$ cat config.mk
export PLATFORM = sky130hd
export DESIGN_NAME = keyed_config_text_extractor_top_flat
export DESIGN_NICKNAME = d
export VERILOG_FILES = /design/src/rtl/core/kcte_pkg.sv /design/src/rtl/core/kcte_if.sv /design/src/rtl/core/kcte_front.sv /design/src/rtl/core/kcte_name_store.sv /design/src/rtl/core/kcte_back.sv /design/src/rtl/core/keyed_config_text_extractor_top.sv /design/src/flat_wrapper.sv
export SDC_FILE = /design/constraint.sdc
export NUM_CORES = 1
export LEC_CHECK = 0
export BUFFER_PORTS_ARGS = -buffer_cell sky130_fd_sc_hd__buf_4
export CAP_MARGIN = 10
export CORE_AREA = 2 2 153 192
export CTS_CLUSTER_DIAMETER = 40
export DETAILED_ROUTE_END_ITERATION = 10
export DIE_AREA = 0 0 155 194
export PLACE_DENSITY = 0.83
export SYNTH_ARGS = -nofsm -noshare
export SYNTH_HDL_FRONTEND = slang
export SYNTH_SLANG_ARGS = --single-unit
$ cat constraint.sdc
create_clock -name clk -period 11.3 [get_ports clk]
set_input_delay 1.695 -clock clk [delete_from_list [all_inputs] [get_ports clk]]
set_output_delay 1.695 -clock clk [all_outputs]
set_load 0.005 [all_outputs]
$ cat src/rtl/core/kcte_pkg.sv
// Shared types, constants and key tables for the keyed config text extractor.
// No dependencies; every other file takes names from here by scope.
`timescale 1ns / 1ps
`default_nettype none

package kcte_pkg;

  localparam int CMD_W       = 3;
  localparam int BYTE_W      = 8;
  localparam int IDX_W       = 4;
  localparam int ACC_W       = 32;
  localparam int POS_W       = 4;
  localparam int NUM_KEYS    = 4;
  localparam int QUEUE_DEPTH = 4;
  localparam int QPTR_W      = 2;
  localparam int QCNT_W      = 3;

  localparam logic [CMD_W-1:0] CMD_CLEAR = 3'd0;
  localparam logic [CMD_W-1:0] CMD_BEGIN = 3'd1;
  localparam logic [CMD_W-1:0] CMD_DATA  = 3'd2;
  localparam logic [CMD_W-1:0] CMD_EOF   = 3'd3;
  localparam logic [CMD_W-1:0] CMD_READ  = 3'd4;

  localparam logic [1:0] KEY_CONF = 2'd0;
  localparam logic [1:0] KEY_MOD  = 2'd1;
  localparam logic [1:0] KEY_NAME = 2'd2;
  localparam logic [1:0] KEY_DEF  = 2'd3;

  localparam logic [BYTE_W-1:0] CH_NUL   = 8'h00;
  localparam logic [BYTE_W-1:0] CH_LF    = 8'h0A;
  localparam logic [BYTE_W-1:0] CH_CR    = 8'h0D;
  localparam logic [BYTE_W-1:0] CH_SPACE = 8'h20;
  localparam logic [BYTE_W-1:0] CH_QUOTE = 8'h22;
  localparam logic [BYTE_W-1:0] CH_SEMI  = 8'h3B;
  localparam logic [BYTE_W-1:0] CH_ZERO  = 8'h30;
  localparam logic [BYTE_W-1:0] CH_NINE  = 8'h39;
  localparam logic [BYTE_W-1:0] CH_A     = 8'h41;
  localparam logic [BYTE_W-1:0] CH_F     = 8'h46;
  localparam logic [BYTE_W-1:0] CH_R     = 8'h52;
  localparam logic [BYTE_W-1:0] CH_O     = 8'h4F;
  localparam logic [BYTE_W-1:0] CH_M     = 8'h4D;

  typedef enum logic [2:0] {
    OP_NONE  = 3'd0,
    OP_CLEAR = 3'd1,
    OP_BEGIN = 3'd2,
    OP_DATA  = 3'd3,
    OP_EOF   = 3'd4,
    OP_READ  = 3'd5
  } op_kind_t;

  typedef enum logic [5:0] {
    PH_PRE  = 6'b000001,
    PH_IDLE = 6'b000010,
    PH_CONF = 6'b000100,
    PH_MOD  = 6'b001000,
    PH_NAME = 6'b010000,
    PH_DEF  = 6'b100000
  } phase_t;

  typedef struct packed {
    op_kind_t          kind;
    logic [BYTE_W-1:0] byte_val;
    logic [IDX_W-1:0]  idx;
    logic              idx_ok;
  } q_item_t;

  typedef struct packed {
    logic clear;
    logic wr_en;
    logic close;
    logic rd_en;
  } ns_ctrl_t;

  // Key character at a match position; 0 marks the terminator.
  function automatic logic [BYTE_W-1:0] key_char(input logic [1:0] key,
                                                 input logic [POS_W-1:0] pos);
    logic [BYTE_W-1:0] ch;
    ch = CH_NUL;
    case (key)
      KEY_CONF: begin
        case (pos)
          4'd0: ch = "C";
          4'd1: ch = "O";
          4'd2: ch = "N";
          4'd3: ch = "F";
          4'd4: ch = "=";
          default: ch = CH_NUL;
        endcase
      end
      KEY_MOD: begin
        case (pos)
          4'd0: ch = "M";
          4'd1: ch = "O";
          4'd2: ch = "D";
          default: ch = CH_NUL;
        endcase
      end
      KEY_NAME: begin
        case (pos)
          4'd0: ch = "N";
          4'd1: ch = "A";
          4'd2: ch = "M";
          4'd3: ch = "E";
          default: ch = CH_NUL;
        endcase
      end
      KEY_DEF: begin
        case (pos)
          4'd0: ch = "D";
          4'd1: ch = "E";
          4'd2: ch = "F";
          4'd3: ch = "A";
          4'd4: ch = "U";
          4'd5: ch = "L";
          4'd6: ch = "T";
          4'd7: ch = "=";
          4'd8: ch = "0";
          default: ch = CH_NUL;
        endcase
      end
      default: ch = CH_NUL;
    endcase
    return ch;
  endfunction

  function automatic phase_t key_phase(input logic [1:0] key);
    phase_t ph;
    case (key)
      KEY_CONF: ph = PH_CONF;
      KEY_MOD:  ph = PH_MOD;
      KEY_NAME: ph = PH_NAME;
      KEY_DEF:  ph = PH_DEF;
      default:  ph = PH_IDLE;
    endcase
    return ph;
  endfunction

endpackage

`default_nettype wire

$ cat src/rtl/core/kcte_if.sv
// Valid/ready channel interfaces for the input items and the result items.
// Depends on kcte_pkg for field widths.
`timescale 1ns / 1ps
`default_nettype none

interface kcte_in_if;
  logic                          valid;
  logic                          ready;
  logic [kcte_pkg::CMD_W-1:0]    command;
  logic [kcte_pkg::BYTE_W-1:0]   byte_value;
  logic [kcte_pkg::IDX_W-1:0]    name_index;

  modport source (output valid, command, byte_value, name_index, input ready);
  modport sink   (input valid, command, byte_value, name_index, output ready);
endinterface

interface kcte_out_if;
  logic                          valid;
  logic                          ready;
  logic [kcte_pkg::BYTE_W-1:0]   char_out;
  logic                          char_valid;
  logic                          at_end;
  logic                          last;
  logic [kcte_pkg::ACC_W-1:0]    mod_value;
  logic [kcte_pkg::ACC_W-1:0]    default_value;

  modport source (output valid, char_out, char_valid, at_end, last, mod_value,
                  default_value, input ready);
  modport sink   (input valid, char_out, char_valid, at_end, last, mod_value,
                  default_value, output ready);
endinterface

`default_nettype wire

$ cat src/rtl/core/kcte_front.sv
// Front end: accepts input transfers, classifies commands and queues them.
// Depends on kcte_pkg and kcte_in_if.
`timescale 1ns / 1ps
`default_nettype none

module kcte_front #(
  parameter int NAME_CHARS = 8
) (
  input  wire logic               clk,
  input  wire logic               rst_n,
  kcte_in_if.sink                 in_ch,
  output kcte_pkg::q_item_t       q_head,
  output logic                    q_valid,
  input  wire logic               q_pop
);

  localparam int STORE_LEN = NAME_CHARS + 4;
  localparam int QPW       = kcte_pkg::QPTR_W;
  localparam int QCW       = kcte_pkg::QCNT_W;

  kcte_pkg::q_item_t item_c;
  kcte_pkg::q_item_t buf_r [kcte_pkg::QUEUE_DEPTH];
  logic [QPW-1:0]    wr_ptr_r, wr_ptr_nxt;
  logic [QPW-1:0]    rd_ptr_r, rd_ptr_nxt;
  logic [QCW-1:0]    cnt_r, cnt_nxt;
  logic              push;

  always_comb begin
    item_c.byte_val = in_ch.byte_value;
    item_c.idx      = in_ch.name_index;
    item_c.idx_ok   = ({28'd0, in_ch.name_index} < 32'(STORE_LEN));
    case (in_ch.command)
      kcte_pkg::CMD_CLEAR: item_c.kind = kcte_pkg::OP_CLEAR;
      kcte_pkg::CMD_BEGIN: item_c.kind = kcte_pkg::OP_BEGIN;
      kcte_pkg::CMD_DATA:  item_c.kind = kcte_pkg::OP_DATA;
      kcte_pkg::CMD_EOF:   item_c.kind = kcte_pkg::OP_EOF;
      kcte_pkg::CMD_READ:  item_c.kind = kcte_pkg::OP_READ;
      default:             item_c.kind = kcte_pkg::OP_NONE;
    endcase
  end

  assign in_ch.ready = (cnt_r != QCW'(kcte_pkg::QUEUE_DEPTH));
  // unused command codes are dropped here and never reach the back end
  assign push       = in_ch.valid && in_ch.ready && (item_c.kind != kcte_pkg::OP_NONE);

  assign wr_ptr_nxt = push  ? wr_ptr_r + 1'b1 : wr_ptr_r;
  assign rd_ptr_nxt = q_pop ? rd_ptr_r + 1'b1 : rd_ptr_r;
  assign cnt_nxt    = cnt_r + QCW'(push) - QCW'(q_pop);

  always_ff @(posedge clk) begin
    if (!rst_n) begin
      wr_ptr_r <= '0;
      rd_ptr_r <= '0;
      cnt_r    <= '0;
    end else begin
      wr_ptr_r <= wr_ptr_nxt;
      rd_ptr_r <= rd_ptr_nxt;
      cnt_r    <= cnt_nxt;
    end
  end

  always_ff @(posedge clk) begin
    if (push) begin
      buf_r[wr_ptr_r] <= item_c;
    end
  end

  assign q_head  = buf_r[rd_ptr_r];
  assign q_valid = (cnt_r != '0);

endmodule

`default_nettype wire

$ cat src/rtl/core/kcte_name_store.sv
// Name store: byte memory with per-entry written/padded flags and ROM tail.
// Depends on kcte_pkg; driven by kcte_back.
`timescale 1ns / 1ps
`default_nettype none

module kcte_name_store #(
  parameter int NAME_CHARS = 8
) (
  input  wire logic                          clk,
  input  wire logic                          rst_n,
  input  wire kcte_pkg::ns_ctrl_t            ctrl,
  input  wire logic [kcte_pkg::BYTE_W-1:0]   wr_byte,
  input  wire logic [$clog2(NAME_CHARS+2)-1:0] count,
  input  wire logic [kcte_pkg::IDX_W-1:0]    idx,
  output logic [kcte_pkg::BYTE_W-1:0]        rd_char
);

  localparam int NCW = $clog2(NAME_CHARS + 2);
  localparam int MAW = $clog2(NAME_CHARS + 1);
  localparam int CW  = ($clog2(NAME_CHARS + 4) > kcte_pkg::IDX_W) ?
                       $clog2(NAME_CHARS + 4) : kcte_pkg::IDX_W;
  localparam int BW  = kcte_pkg::BYTE_W;

  logic [BW-1:0]         mem [NAME_CHARS+1];
  logic [NAME_CHARS:0]   wr_r, wr_nxt;
  logic [NAME_CHARS:0]   sp_r, sp_nxt;
  logic                  rom_r, rom_nxt;
  logic [BW-1:0]         rd_byte_r;
  logic [BW-1:0]         rd_fixed_r;
  logic                  rd_use_mem_r;

  logic [CW-1:0]  idx_w;
  logic           in_mem;
  logic           sel_wr, sel_sp;
  logic [BW-1:0]  fixed_c;
  logic           use_mem_c;
  logic [MAW-1:0] wa, ra;

  assign idx_w  = CW'(idx);
  assign in_mem = (idx_w <= CW'(NAME_CHARS));
  assign wa     = count[MAW-1:0];
  assign ra     = idx_w[MAW-1:0];

  // flag updates: a write marks its entry as a real byte, a close pads the rest
  always_comb begin
    wr_nxt  = wr_r;
    sp_nxt  = sp_r;
    rom_nxt = rom_r;
    if (ctrl.clear) begin
      wr_nxt  = '0;
      sp_nxt  = '0;
      rom_nxt = 1'b0;
    end else if (ctrl.wr_en) begin
      wr_nxt[wa] = 1'b1;
      sp_nxt[wa] = 1'b0;
    end else if (ctrl.close) begin
      for (int i = 0; i < NAME_CHARS; i++) begin
        if (NCW'(i) >= count) begin
          sp_nxt[i] = 1'b1;
        end
      end
      sp_nxt[NAME_CHARS] = 1'b1;
      rom_nxt            = 1'b1;
    end
  end

  always_comb begin
    sel_wr = 1'b0;
    sel_sp = 1'b0;
    for (int i = 0; i <= NAME_CHARS; i++) begin
      if (idx_w == CW'(i)) begin
        sel_wr = wr_r[i];
        sel_sp = sp_r[i];
      end
    end
    fixed_c = kcte_pkg::CH_NUL;
    if (in_mem) begin
      if (sel_sp) begin
        fixed_c = (idx_w == CW'(NAME_CHARS)) ? kcte_pkg::CH_R : kcte_pkg::CH_SPACE;
      end
    end else if (idx_w == CW'(NAME_CHARS + 1)) begin
      fixed_c = rom_r ? kcte_pkg::CH_O : kcte_pkg::CH_NUL;
    end else if (idx_w == CW'(NAME_CHARS + 2)) begin
      fixed_c = rom_r ? kcte_pkg::CH_M : kcte_pkg::CH_NUL;
    end
    use_mem_c = in_mem && !sel_sp && sel_wr;
  end

  always_ff @(posedge clk) begin
    if (!rst_n) begin
      wr_r  <= '0;
      sp_r  <= '0;
      rom_r <= 1'b0;
    end else begin
      wr_r  <= wr_nxt;
      sp_r  <= sp_nxt;
      rom_r <= rom_nxt;
    end
  end

  always_ff @(posedge clk) begin
    if (ctrl.wr_en) begin
      mem[wa] <= wr_byte;
    end
    if (ctrl.rd_en && in_mem) begin
      rd_byte_r <= mem[ra];
    end
  end

  always_ff @(posedge clk) begin
    if (ctrl.rd_en) begin
      rd_fixed_r   <= fixed_c;
      rd_use_mem_r <= use_mem_c;
    end
  end

  assign rd_char = rd_use_mem_r ? rd_byte_r : rd_fixed_r;

endmodule

`default_nettype wire

$ cat src/rtl/core/kcte_back.sv
// Back end: key matchers, field parsers, accumulators and the result register.
// Depends on kcte_pkg, kcte_out_if; drives kcte_name_store.
`timescale 1ns / 1ps
`default_nettype none

module kcte_back #(
  parameter int NAME_CHARS = 8
) (
  input  wire logic                            clk,
  input  wire logic                            rst_n,
  input  wire kcte_pkg::q_item_t               q_head,
  input  wire logic                            q_valid,
  output logic                                 q_pop,
  output kcte_pkg::ns_ctrl_t                   ns_ctrl,
  output logic [kcte_pkg::BYTE_W-1:0]          ns_wr_byte,
  output logic [$clog2(NAME_CHARS+2)-1:0]      ns_count,
  output logic [kcte_pkg::IDX_W-1:0]           ns_idx,
  input  wire logic [kcte_pkg::BYTE_W-1:0]     ns_rd_char,
  kcte_out_if.source                           out_ch
);

  localparam int NCW = $clog2(NAME_CHARS + 2);
  localparam int BW  = kcte_pkg::BYTE_W;
  localparam int AW  = kcte_pkg::ACC_W;
  localparam int PW  = kcte_pkg::POS_W;
  localparam int NK  = kcte_pkg::NUM_KEYS;

  kcte_pkg::phase_t phase_r, phase_nxt, eff_ph;
  logic [PW-1:0]    mpos_r [NK];
  logic [PW-1:0]    mpos_nxt [NK];
  logic [NCW-1:0]   ncnt_r, ncnt_nxt;
  logic [AW-1:0]    mod_r, mod_nxt;
  logic [AW-1:0]    def_r, def_nxt;

  // result register: holds one or two pending results of one item
  logic [1:0]       ocnt_r;
  logic [BW-1:0]    ochar_r;
  logic             ovalid_r;
  logic             oend_r;
  logic             ofrom_r;
  logic [AW-1:0]    omod_r;
  logic [AW-1:0]    odef_r;

  kcte_pkg::ns_ctrl_t ctrl_c;
  logic             has_res;
  logic [1:0]       res_n;
  logic [BW-1:0]    res_char;
  logic             res_valid, res_end, res_from;

  logic [BW-1:0]    c;
  logic             eol, is_dig, is_hex;
  logic             r_free, fire, out_xfer;

  assign c      = q_head.byte_val;
  assign eol    = (c == kcte_pkg::CH_LF) || (c == kcte_pkg::CH_CR);
  assign is_dig = (c >= kcte_pkg::CH_ZERO) && (c <= kcte_pkg::CH_NINE);
  assign is_hex = (c >= kcte_pkg::CH_A) && (c <= kcte_pkg::CH_F);
  assign eff_ph = (phase_r == kcte_pkg::PH_PRE) ? kcte_pkg::PH_IDLE : phase_r;

  always_comb begin
    logic [BW-1:0] k;
    k         = '0;
    phase_nxt = phase_r;
    for (int i = 0; i < NK; i++) begin
      mpos_nxt[i] = mpos_r[i];
    end
    ncnt_nxt  = ncnt_r;
    mod_nxt   = mod_r;
    def_nxt   = def_r;
    ctrl_c    = '0;
    has_res   = 1'b0;
    res_n     = 2'd1;
    res_char  = kcte_pkg::CH_NUL;
    res_valid = 1'b0;
    res_end   = 1'b0;
    res_from  = 1'b0;
    case (q_head.kind)
      kcte_pkg::OP_CLEAR: begin
        phase_nxt = kcte_pkg::PH_PRE;
        for (int i = 0; i < NK; i++) begin
          mpos_nxt[i] = '0;
        end
        ncnt_nxt     = '0;
        mod_nxt      = '0;
        def_nxt      = '0;
        ctrl_c.clear = 1'b1;
      end
      kcte_pkg::OP_BEGIN: begin
        phase_nxt = kcte_pkg::PH_IDLE;
        has_res   = 1'b1;
        res_n     = 2'd2;
        res_char  = kcte_pkg::CH_SEMI;
        res_valid = 1'b1;
      end
      kcte_pkg::OP_DATA: begin
        phase_nxt = eff_ph;
        case (eff_ph)
          kcte_pkg::PH_IDLE: begin
            // all four matchers step; the later key wins on a common hit
            for (int i = 0; i < NK; i++) begin
              k = kcte_pkg::key_char(2'(i), mpos_r[i]);
              if (k == kcte_pkg::CH_NUL) begin
                mpos_nxt[i] = '0;
                phase_nxt   = kcte_pkg::key_phase(2'(i));
              end else if (c != k) begin
                mpos_nxt[i] = '0;
              end else begin
                mpos_nxt[i] = mpos_r[i] + 1'b1;
              end
            end
          end
          kcte_pkg::PH_NAME: begin
            if ((ncnt_r > NCW'(NAME_CHARS)) || eol) begin
              ctrl_c.close = 1'b1;
              phase_nxt    = kcte_pkg::PH_IDLE;
            end else begin
              ctrl_c.wr_en = 1'b1;
              ncnt_nxt     = ncnt_r + 1'b1;
            end
          end
          kcte_pkg::PH_MOD: begin
            if (is_dig) begin
              mod_nxt = (mod_r << 3) + (mod_r << 1) + {28'd0, c[3:0]};
            end
            if (eol) begin
              phase_nxt = kcte_pkg::PH_IDLE;
            end
          end
          kcte_pkg::PH_DEF: begin
            if (is_dig) begin
              def_nxt = {def_r[AW-5:0], c[3:0]};
            end else if (is_hex) begin
              def_nxt = {def_r[AW-5:0], c[3:0] + 4'd9};
            end
            if (eol) begin
              phase_nxt = kcte_pkg::PH_IDLE;
            end
          end
          kcte_pkg::PH_CONF: begin
            if (c == kcte_pkg::CH_QUOTE) begin
              has_res   = 1'b1;
              res_char  = kcte_pkg::CH_SEMI;
              res_valid = 1'b1;
            end else if (eol) begin
              phase_nxt = kcte_pkg::PH_IDLE;
            end else if (c != kcte_pkg::CH_NUL) begin
              has_res   = 1'b1;
              res_char  = c;
              res_valid = 1'b1;
            end
          end
          default: begin
            phase_nxt = kcte_pkg::PH_IDLE;
          end
        endcase
      end
      kcte_pkg::OP_EOF: begin
        has_res = 1'b1;
        res_end = 1'b1;
      end
      kcte_pkg::OP_READ: begin
        has_res      = 1'b1;
        res_valid    = q_head.idx_ok;
        res_from     = q_head.idx_ok;
        ctrl_c.rd_en = q_head.idx_ok;
      end
      default: begin
        has_res = 1'b0;
      end
    endcase
  end

  assign out_xfer = out_ch.valid && out_ch.ready;
  assign r_free   = (ocnt_r == 2'd0) || ((ocnt_r == 2'd1) && out_ch.ready);
  // items without a result need no room in the result register
  assign fire     = q_valid && (!has_res || r_free);
  assign q_pop    = fire;

  assign ns_ctrl    = fire ? ctrl_c : '0;
  assign ns_wr_byte = c;
  assign ns_count   = ncnt_r;
  assign ns_idx     = q_head.idx;

  always_ff @(posedge clk) begin
    if (!rst_n) begin
      phase_r <= kcte_pkg::PH_PRE;
      for (int i = 0; i < NK; i++) begin
        mpos_r[i] <= '0;
      end
      ncnt_r  <= '0;
      mod_r   <= '0;
      def_r   <= '0;
    end else if (fire) begin
      phase_r <= phase_nxt;
      for (int i = 0; i < NK; i++) begin
        mpos_r[i] <= mpos_nxt[i];
      end
      ncnt_r  <= ncnt_nxt;
      mod_r   <= mod_nxt;
      def_r   <= def_nxt;
    end
  end

  always_ff @(posedge clk) begin
    if (!rst_n) begin
      ocnt_r <= 2'd0;
    end else if (fire && has_res) begin
      ocnt_r <= res_n;
    end else if (out_xfer) begin
      ocnt_r <= ocnt_r - 2'd1;
    end
  end

  always_ff @(posedge clk) begin
    if (fire && has_res) begin
      ochar_r  <= res_char;
      ovalid_r <= res_valid;
      oend_r   <= res_end;
      ofrom_r  <= res_from;
      omod_r   <= mod_nxt;
      odef_r   <= def_nxt;
    end
  end

  assign out_ch.valid         = (ocnt_r != 2'd0);
  assign out_ch.last          = (ocnt_r == 2'd1);
  assign out_ch.char_out      = ofrom_r ? ns_rd_char : ochar_r;
  assign out_ch.char_valid    = ovalid_r;
  assign out_ch.at_end        = oend_r;
  assign out_ch.mod_value     = omod_r;
  assign out_ch.default_value = odef_r;

endmodule

`default_nettype wire

$ cat src/rtl/core/keyed_config_text_extractor_top.sv
// Path: an input transfer is written into the queue, then executed into the result register.
// Throughput: one input item per cycle while the queue has room; a begin command yields two
// results, both held in the single result register feeding the output channel.
// Reset: synchronous, active low; clears the queue, parser state, accumulators and
// name store flags at once (no clearing pass). Depends on kcte_pkg, kcte_if and
// kcte_front, kcte_name_store, kcte_back.
`timescale 1ns / 1ps
`default_nettype none

module keyed_config_text_extractor_top #(
  parameter int NAME_CHARS = 8
) (
  input  wire logic   clk,
  input  wire logic   rst_n,
  kcte_in_if.sink     in_ch,
  kcte_out_if.source  out_ch
);

  kcte_pkg::q_item_t                   q_head;
  logic                                q_valid;
  logic                                q_pop;
  kcte_pkg::ns_ctrl_t                  ns_ctrl;
  logic [kcte_pkg::BYTE_W-1:0]         ns_wr_byte;
  logic [$clog2(NAME_CHARS+2)-1:0]     ns_count;
  logic [kcte_pkg::IDX_W-1:0]          ns_idx;
  logic [kcte_pkg::BYTE_W-1:0]         ns_rd_char;

  kcte_front #(.NAME_CHARS(NAME_CHARS)) u_front (
    .clk     (clk),
    .rst_n   (rst_n),
    .in_ch   (in_ch),
    .q_head  (q_head),
    .q_valid (q_valid),
    .q_pop   (q_pop)
  );

  kcte_name_store #(.NAME_CHARS(NAME_CHARS)) u_name_store (
    .clk     (clk),
    .rst_n   (rst_n),
    .ctrl    (ns_ctrl),
    .wr_byte (ns_wr_byte),
    .count   (ns_count),
    .idx     (ns_idx),
    .rd_char (ns_rd_char)
  );

  kcte_back #(.NAME_CHARS(NAME_CHARS)) u_back (
    .clk        (clk),
    .rst_n      (rst_n),
    .q_head     (q_head),
    .q_valid    (q_valid),
    .q_pop      (q_pop),
    .ns_ctrl    (ns_ctrl),
    .ns_wr_byte (ns_wr_byte),
    .ns_count   (ns_count),
    .ns_idx     (ns_idx),
    .ns_rd_char (ns_rd_char),
    .out_ch     (out_ch)
  );

  a_reset_no_result: assert property (@(posedge clk) !rst_n |=> !out_ch.valid)
    else $error("result valid right after reset");

  a_begin_pair: assert property (@(posedge clk) disable iff (!rst_n)
    (out_ch.valid && out_ch.ready && !out_ch.last) |=>
      (out_ch.valid && out_ch.last && out_ch.char_out == kcte_pkg::CH_SEMI))
    else $error("first begin result not followed by its closing result");

  a_queued: assert property (@(posedge clk) disable iff (!rst_n)
    (in_ch.valid && in_ch.ready && in_ch.command <= kcte_pkg::CMD_READ) |=> q_valid)
    else $error("accepted command did not reach the queue");

  a_eof_shape: assert property (@(posedge clk) disable iff (!rst_n)
    (out_ch.valid && out_ch.at_end) |-> (!out_ch.char_valid && out_ch.last))
    else $error("end-of-file result malformed");

  a_q_pop: assert property (@(posedge clk) disable iff (!rst_n)
    q_pop |-> q_valid)
    else $error("queue popped while empty");

endmodule

`default_nettype wire
$ cat src/flat_wrapper.sv
// flat-port wrapper written by rule: the top's interface ports become plain ports
module keyed_config_text_extractor_top_flat 
#(
  parameter int NAME_CHARS = 8
)
  (clk, rst_n, in_ch_valid, in_ch_command, in_ch_byte_value, in_ch_name_index, in_ch_ready, out_ch_valid, out_ch_char_out, out_ch_char_valid, out_ch_at_end, out_ch_last, out_ch_mod_value, out_ch_default_value, out_ch_ready);
  kcte_in_if in_ch_i ();
  kcte_out_if out_ch_i ();
  input  wire logic clk;
  input  wire logic rst_n;
  input wire logic [$bits(in_ch_i.valid)-1:0] in_ch_valid;
  input wire logic [$bits(in_ch_i.command)-1:0] in_ch_command;
  input wire logic [$bits(in_ch_i.byte_value)-1:0] in_ch_byte_value;
  input wire logic [$bits(in_ch_i.name_index)-1:0] in_ch_name_index;
  output wire logic [$bits(in_ch_i.ready)-1:0] in_ch_ready;
  output wire logic [$bits(out_ch_i.valid)-1:0] out_ch_valid;
  output wire logic [$bits(out_ch_i.char_out)-1:0] out_ch_char_out;
  output wire logic [$bits(out_ch_i.char_valid)-1:0] out_ch_char_valid;
  output wire logic [$bits(out_ch_i.at_end)-1:0] out_ch_at_end;
  output wire logic [$bits(out_ch_i.last)-1:0] out_ch_last;
  output wire logic [$bits(out_ch_i.mod_value)-1:0] out_ch_mod_value;
  output wire logic [$bits(out_ch_i.default_value)-1:0] out_ch_default_value;
  input wire logic [$bits(out_ch_i.ready)-1:0] out_ch_ready;
  assign in_ch_i.valid = in_ch_valid;
  assign in_ch_i.command = in_ch_command;
  assign in_ch_i.byte_value = in_ch_byte_value;
  assign in_ch_i.name_index = in_ch_name_index;
  assign in_ch_ready = in_ch_i.ready;
  assign out_ch_valid = out_ch_i.valid;
  assign out_ch_char_out = out_ch_i.char_out;
  assign out_ch_char_valid = out_ch_i.char_valid;
  assign out_ch_at_end = out_ch_i.at_end;
  assign out_ch_last = out_ch_i.last;
  assign out_ch_mod_value = out_ch_i.mod_value;
  assign out_ch_default_value = out_ch_i.default_value;
  assign out_ch_i.ready = out_ch_ready;
  keyed_config_text_extractor_top #(.NAME_CHARS(NAME_CHARS)) u_core (.clk(clk), .rst_n(rst_n), .in_ch(in_ch_i), .out_ch(out_ch_i));
endmodule
[Word level (Yosys, flattened, before mapping)]
Memories as Yosys holds them, arrays and structs flattened. A register that Yosys moved wholly into a read port is not among the register bits.
Index checks and enable logic that the tools add are counted.
Storage, ports and cells
  flip-flop bits (word level): 186
  memory bits (writable): 152
  ROM bits: 112
  bits of input ports: 19
  output and inout bits: 77
  memories kept: 4
Memory list
  (name not given): words 16, width 7, rd ports 1, clocked after memory_dff 0, wr ports 0, line kcte_pkg.sv:109  | case (pos)
  u_core.u_name_store.mem: words 9, width 8, rd ports 1, clocked after memory_dff 1, wr ports 1, line kcte_name_store.sv:24  | logic [BW-1:0] mem [NAME_CHARS+1];
  u_core.u_front.buf_r: words 4, width 16, rd ports 1, clocked after memory_dff 1, wr ports 1, line kcte_front.sv:22  | kcte_pkg::q_item_t buf_r [kcte_pkg::QUEUE_DEPTH];
  u_core.u_back.mpos_r: words 4, width 4, rd ports 4, clocked after memory_dff 0, wr ports 4, line kcte_back.sv:29  | logic [PW-1:0] mpos_r [NK];
Operators by class
  add/subtract/negate cells: 13
  $lt $le $gt $ge: 17
  equal/unequal tests: 45
  multiplexer cells: 117
  bitwise logic cells: 9
  reductions and logical operators: 58
Operators with widths (count)
  $mux 32: 5
  $pmux 32 s2: 2
  $mux 8: 15
  $mux 4: 15
  $mux 6: 8
  $mux 1: 44
  $mux 7: 6
  $pmux 7 s5: 1
  $add 32x32->32: 1
  $add 32x4->32: 1
  $logic_not 8->1: 4
  $ne 8x8->1: 4
  $pmux 16 s2: 1
  $eq 4x2->1 const B: 7
  $pmux 7 s4: 1
  $pmux 6 s4: 1
  $reduce_bool 2->1: 12
  $pmux 7 s3: 1
  $add 4x1->4 const B: 5
  $eq 4x3->1 const B: 5
  $reduce_and 2->1: 10
  $mux 9: 2
  $pmux 6 s3: 1
  $eq 4x1->1 const B: 4
  57 further kinds: 103

[Longest topological paths before layout]
  depth in word-level cells: 13
  mapped depth: 17

[Cells and area by module]
Synthesis repeated with hierarchy kept, for this count alone.
Unflattened totals
  cell total of the unflattened synthesis: 1464
  area, all modules: 17150.2 µm²
By module, submodules not included
  kcte_back: times used 1, cells an instance 1057, area an instance 10047.1 µm²
  kcte_name_store: times used 1, cells an instance 267, area an instance 4289.1 µm²
  kcte_front: times used 1, cells an instance 140, area an instance 2813.9 µm²

[Worst setup path after synthesis]
Ideal clock, no wire load.
  kind: register to register
  start: reg with a tool-made name
  end: reg u_core.u_back.ocnt_r[1]
  arrival: 8364 ps
  required time: 11172 ps
  setup slack: 2809 ps
  cell stages (with the launch flop): 12
  cells stage by stage: dfxtp_1 > buf_2 > buf_2 > mux4_2 > clkbuf_1 > inv_1 > ha_1 > mux2i_1 > o2111ai_1 > a21boi_0 > o21a_1 > nor2_1
RTL lines
  end signal, assigned: line kcte_back.sv:208  | ocnt_r <= res_n;
  end signal, assigned: line kcte_back.sv:210  | ocnt_r <= ocnt_r - 2'd1;
  end, declared: line kcte_back.sv:36  | logic [1:0] ocnt_r;

==> results list <==
- Status: completed
- The worst setup path is captured at a flip-flop.
* Post-DRT Antenna Nets: 0
- Number of antenna violations at the first check in global routing: 0
* Sequential cell area fraction in the yosys report: 0.550
- Total Die Area: 0.0301 sq mm
* Max H-tree Level: 2
* Maximum vdd drop: 0.000166 V
- Mapped cell area: between 0.015 and 0.02 sq mm
* Cts hold-fix bufs: 0
* Most instantiated flip-flop cell in the synthesis netlist: edfxtp_1
- The repair_antennas step left the layout with diodes totalling 0.
* Number of clock buffers inserted by TritonCTS: 34
- The congestion estimate from routability-driven global placement came to 0.913.
* Dpl cell area: 0.0178 sq mm
- Sum Neg Setup Slack: 0 ps
* Clock insertion delay at the later pin of the skew report: about 510 ps
* First-pass GRT wire length: 59.7 mm
- STA classifies the critical path startpoint as a flip-flop.
* Pin count of the biggest net entering global routing: 66
- Of the total power, the clock network draws 0.253.
* Number of nets in the finished design: 1,603
* Post-CTS setup buffer count: 0
- Combinational family with the most area after synthesis: compound AO/OA/AOI/OAI gates
* CTS clk-pin slew, worst paths: approximately 60 ps
- The share of total power dissipated in combinational logic is 0.327.
* Master cell of the clock root buffer: clkbuf_16
- In the global route stage, overall resource usage came out at 0.248.
* Destination of the worst hold path: u_core.u_name_store.sp_r[0]
* IO buf count: 95
* Worst Skew: 21.1 ps
* Vias: 11,600
- By count the netlist is led by 241 x edfxtp_1, 131 x nor2_1, 104 x dfxtp_1, 100 x nand2_1, 93 x ha_1.
* Clock sink count: between 300 and 400
- Library cell with the largest summed area after synthesis: edfxtp_1
* Worst Hold Class: flip-flop to flip-flop
- Area share of and/or/nand/nor cells after synthesis: 0.109
- During I/O placement, the number of pins put on the boundary was 96.
* Synth Area in Adders: 0.0723
* Hold Worst Slack: 450 ps
- In this run the horizontal extent of the chip is between 150 and 200 um.
- Measured against its own limit, the worst slew margin works out to 0.244.
* Wire length per cell: a little over 20 um
- Net switching fraction of the power: 0.341
- PD cells: 217 mW/mm^2
* Mux share of post-synthesis cell area: 0.0701
- Warnings, synthesis: 0
- Number of search-and-repair iterations in the first detailed-routing pass: 5
- Final standard cell area without fillers: 0.0189 sq mm
* Floorplan Core Area: roughly 0.028 sq mm
- Critical path data arrival time: 5800 ps
* Final critical-path share of the clock period: 0.481
* Vert. Die Dim: just under 200 um
- Compound-cell area share of the yosys netlist: 0.140
- The setup check on the worst reg-to-reg path leaves a slack of 5870 ps.
* Initial DRC Count: 886
- For this configuration, the core starts out at a cell density of 0.600.
* Final non-filler cell total: 1,866
- Endpoint of the lowest-slack register-to-register path: u_core.u_back.out_ch.mod_value[30]
* CTS tree: built
* Source of the worst hold timing path: u_core.u_name_store.sp_r[0]
- In the post-synthesis netlist, the biggest area contributors are edfxtp_1 43%, dfxtp_1 12%, ha_1 6.9%, mux4_2 4.3%, a22o_1 3.8%.
- Fraction of layout instances using a drive strength above 1: 0.136
- Reg power frac: 0.420
* Remaining global-route overflow: 0
- After detailed routing, the total wire length is 37.9 mm.
* Share of the synthesized area in the top cell type: 0.427
- Cell Count Post-Placement: 1,807
* Dpl hpwl: between 20 and 30 mm
- P_leak: 7.24 nW
- Internal power comes to approximately 2.7 mW.
- Synthesized instance count: around 1,400
* Count of standard-cell rows: slightly below 70
* Number of buffers between clock root and the deepest sink: 3
- The final count of pins violating max slew is 0.
- For the pin with the worst max-slew slack, the measured transition is about 1100 ps.
- Setup violations remaining at the end of the flow were counted as 0.
- Setup repair after global routing left no endpoint under its margin.
* Number of synthesized flops with an enable pin: around 240
- The worst hold path was traced through 2 stages.
- Using the TritonRoute via totals, the vias-per-cell ratio works out to 6.21.
- Shortest clock period the worst path allows after layout: 5430 ps
* Resized cells post-CTS: 0
* Hold Fails Final Rpt: 0
- The number of global-route vias before repair came to between 10,000 and 15,000.
- Layout filler cell count: 2,024
- For this run, design rule violations remaining after detail routing come to 0.
- Post-synthesis xor/xnor area fraction: 0.0269
* Number of register bits inferred by synthesis: around 350
- Worst Reg2Reg Path Length in Cells: 12
* Largest fanout on the critical path: 24
- Data on the critical path is required at its endpoint by 11,670 ps.
- Yosys instantiated no cell more often than edfxtp_1.
* Fmax: roughly 0.18 GHz
- Relative to the synthesized area, the layout overhead comes to 11.4%.
* # Max-Cap Violations: 0
- In this run the power spent charging and discharging nets is 1.39 mW.
- Mean area per synthesized cell: 11.9 sq um
- The synthesized netlist contains 82 unique library cells.
- Share of synthesized registers carrying an async set or reset: 0
* Critical path start-end classification: flip-flop to flip-flop
[power by group through the flow]
stage               Sequential [mW]  Clock (mW)  Combinational (mW)
global placement               1.74           0                1.27
detailed placement             1.74           0                1.32
floorplan                      1.72           0               0.913
global route                   1.74        1.10                1.44
finish                         1.72        1.04                1.34
CTS                            1.72        1.05                1.33
[cell usage in the layout (no fill, tap or decap), types with 9 or more instances in the layout]
| cell | netlist | routed |
|---|---|---|
| edfxtp_1 | 241 | 241 |
| nor2_1 | 131 | 130 |
| buf_4 | 0 | 105 |
| dfxtp_1 | 104 | 104 |
| nand2_1 | 100 | 100 |
| ha_1 | 93 | 93 |
| a22o_1 | 74 | 74 |
| a21oi_1 | 71 | 71 |
| o21ai_0 | 61 | 60 |
| inv_1 | 50 | 50 |
| mux2i_1 | 41 | 41 |
| xnor2_1 | 39 | 39 |
| clkbuf_16 | 0 | 35 |
| mux4_2 | 32 | 32 |
| nand3_1 | 23 | 23 |
| o21a_1 | 18 | 18 |
| and2_1 | 17 | 17 |
| nor3_1 | 17 | 17 |
| a31oi_1 | 15 | 15 |
| a21o_1 | 14 | 14 |
| nor2b_1 | 13 | 13 |
| xor2_1 | 13 | 13 |
| clkbuf_1 | 44 | 12 |
| and3_1 | 11 | 11 |
| nand2b_1 | 11 | 11 |
| a211oi_1 | 11 | 11 |
| o31ai_1 | 10 | 10 |
| nand4_1 | 9 | 9 |
[critical path: stages (launching register included)]
cell,delay (ps)
dfxtp_1,990
mux4_2,890
ha_1,380
ha_1,250
fa_1,440
a211oi_1,310
o211ai_1,180
a211oi_1,280
o21ai_0,260
a311o_1,410
mux2i_1,130
a2111oi_0,560
a22o_1,210
[flip-flops by register name, indices dropped and copies added (netlist names), 3 cells and up, named ones only]
name                                count
u_core.u_back.ns_count                  4
u_core.u_back.ochar_r                   8
u_core.u_back.mpos_r                   16
u_core.u_name_store.rd_fixed_r          5
u_core.u_name_store.wr_r                9
u_core.u_back.phase_r                   6
u_core.u_front.cnt_r                    3
u_core.u_front.buf_r                   64
u_core.u_name_store.mem                72
u_core.u_back.out_ch.default_value     32
u_core.u_name_store.sp_r                9
u_core.u_back.def_r                    32
u_core.u_back.out_ch.mod_value         32
u_core.u_name_store.rd_byte_r           8
u_core.u_back.mod_r                    32
[routing by layer]
layer,track usage,vias to the layer above,part of all wire
met5,0,-,0
li1,-,5472,-
met4,0.0826,0,0.027
met1,0.327,5648,0.42
met3,0.0351,73,0.053
met2,0.425,395,0.50
[cell families after synthesis]
kind of cell             count (synthesis)
AND/OR/NAND/NOR                        380
flip-flops                             345
AO/OA/AOI/OAI                          343
buffers and inverters                  123
adder cells (fa/ha/maj)                 96
multiplexers                            78
XOR/XNOR                                52
other                                    1
[per-stage QoR]
stage,util,power (mW),setup slack [ps]
after floorplan,-,2.63,2810
after detailed placement,0.632,3.06,5840
final,0.668,4.09,5870
after CTS,0.668,4.09,5830
after global placement,0.632,3.01,5970
after global routing,0.668,4.28,5480
[layout make-up]
class | count | area (sq um) | share of cell area
flip-flops and latches | 345 | 9320 | 0.494
clock buffers | 48 | 935 | 0.0496
multi-input cells | 951 | 7100 | 0.377
repair buffers | 105 | 788 | 0.0418
well taps | 355 | 444 | 0.0236
inverters | 51 | 193 | 0.0102
clock inverters | 11 | 70.1 | 0.00372
[how the worst max path moves through the flow]
stage / endpoint / slack, ps / cells past startpoint
after global routing: u_core.u_back.out_ch.mod_value[30] / 5480 / 12
after CTS: u_core.u_back.out_ch.mod_value[30] / 5830 / 12
final: u_core.u_back.out_ch.mod_value[30] / 5870 / 12
after floorplan: u_core.u_back.ocnt_r[1] / 2810 / 11
after detailed placement: u_core.u_back.out_ch.mod_value[30] / 5840 / 12
after global placement: u_core.u_back.out_ch.mod_value[30] / 5970 / 12
Note: power is estimated with default switching activity, not from simulation.
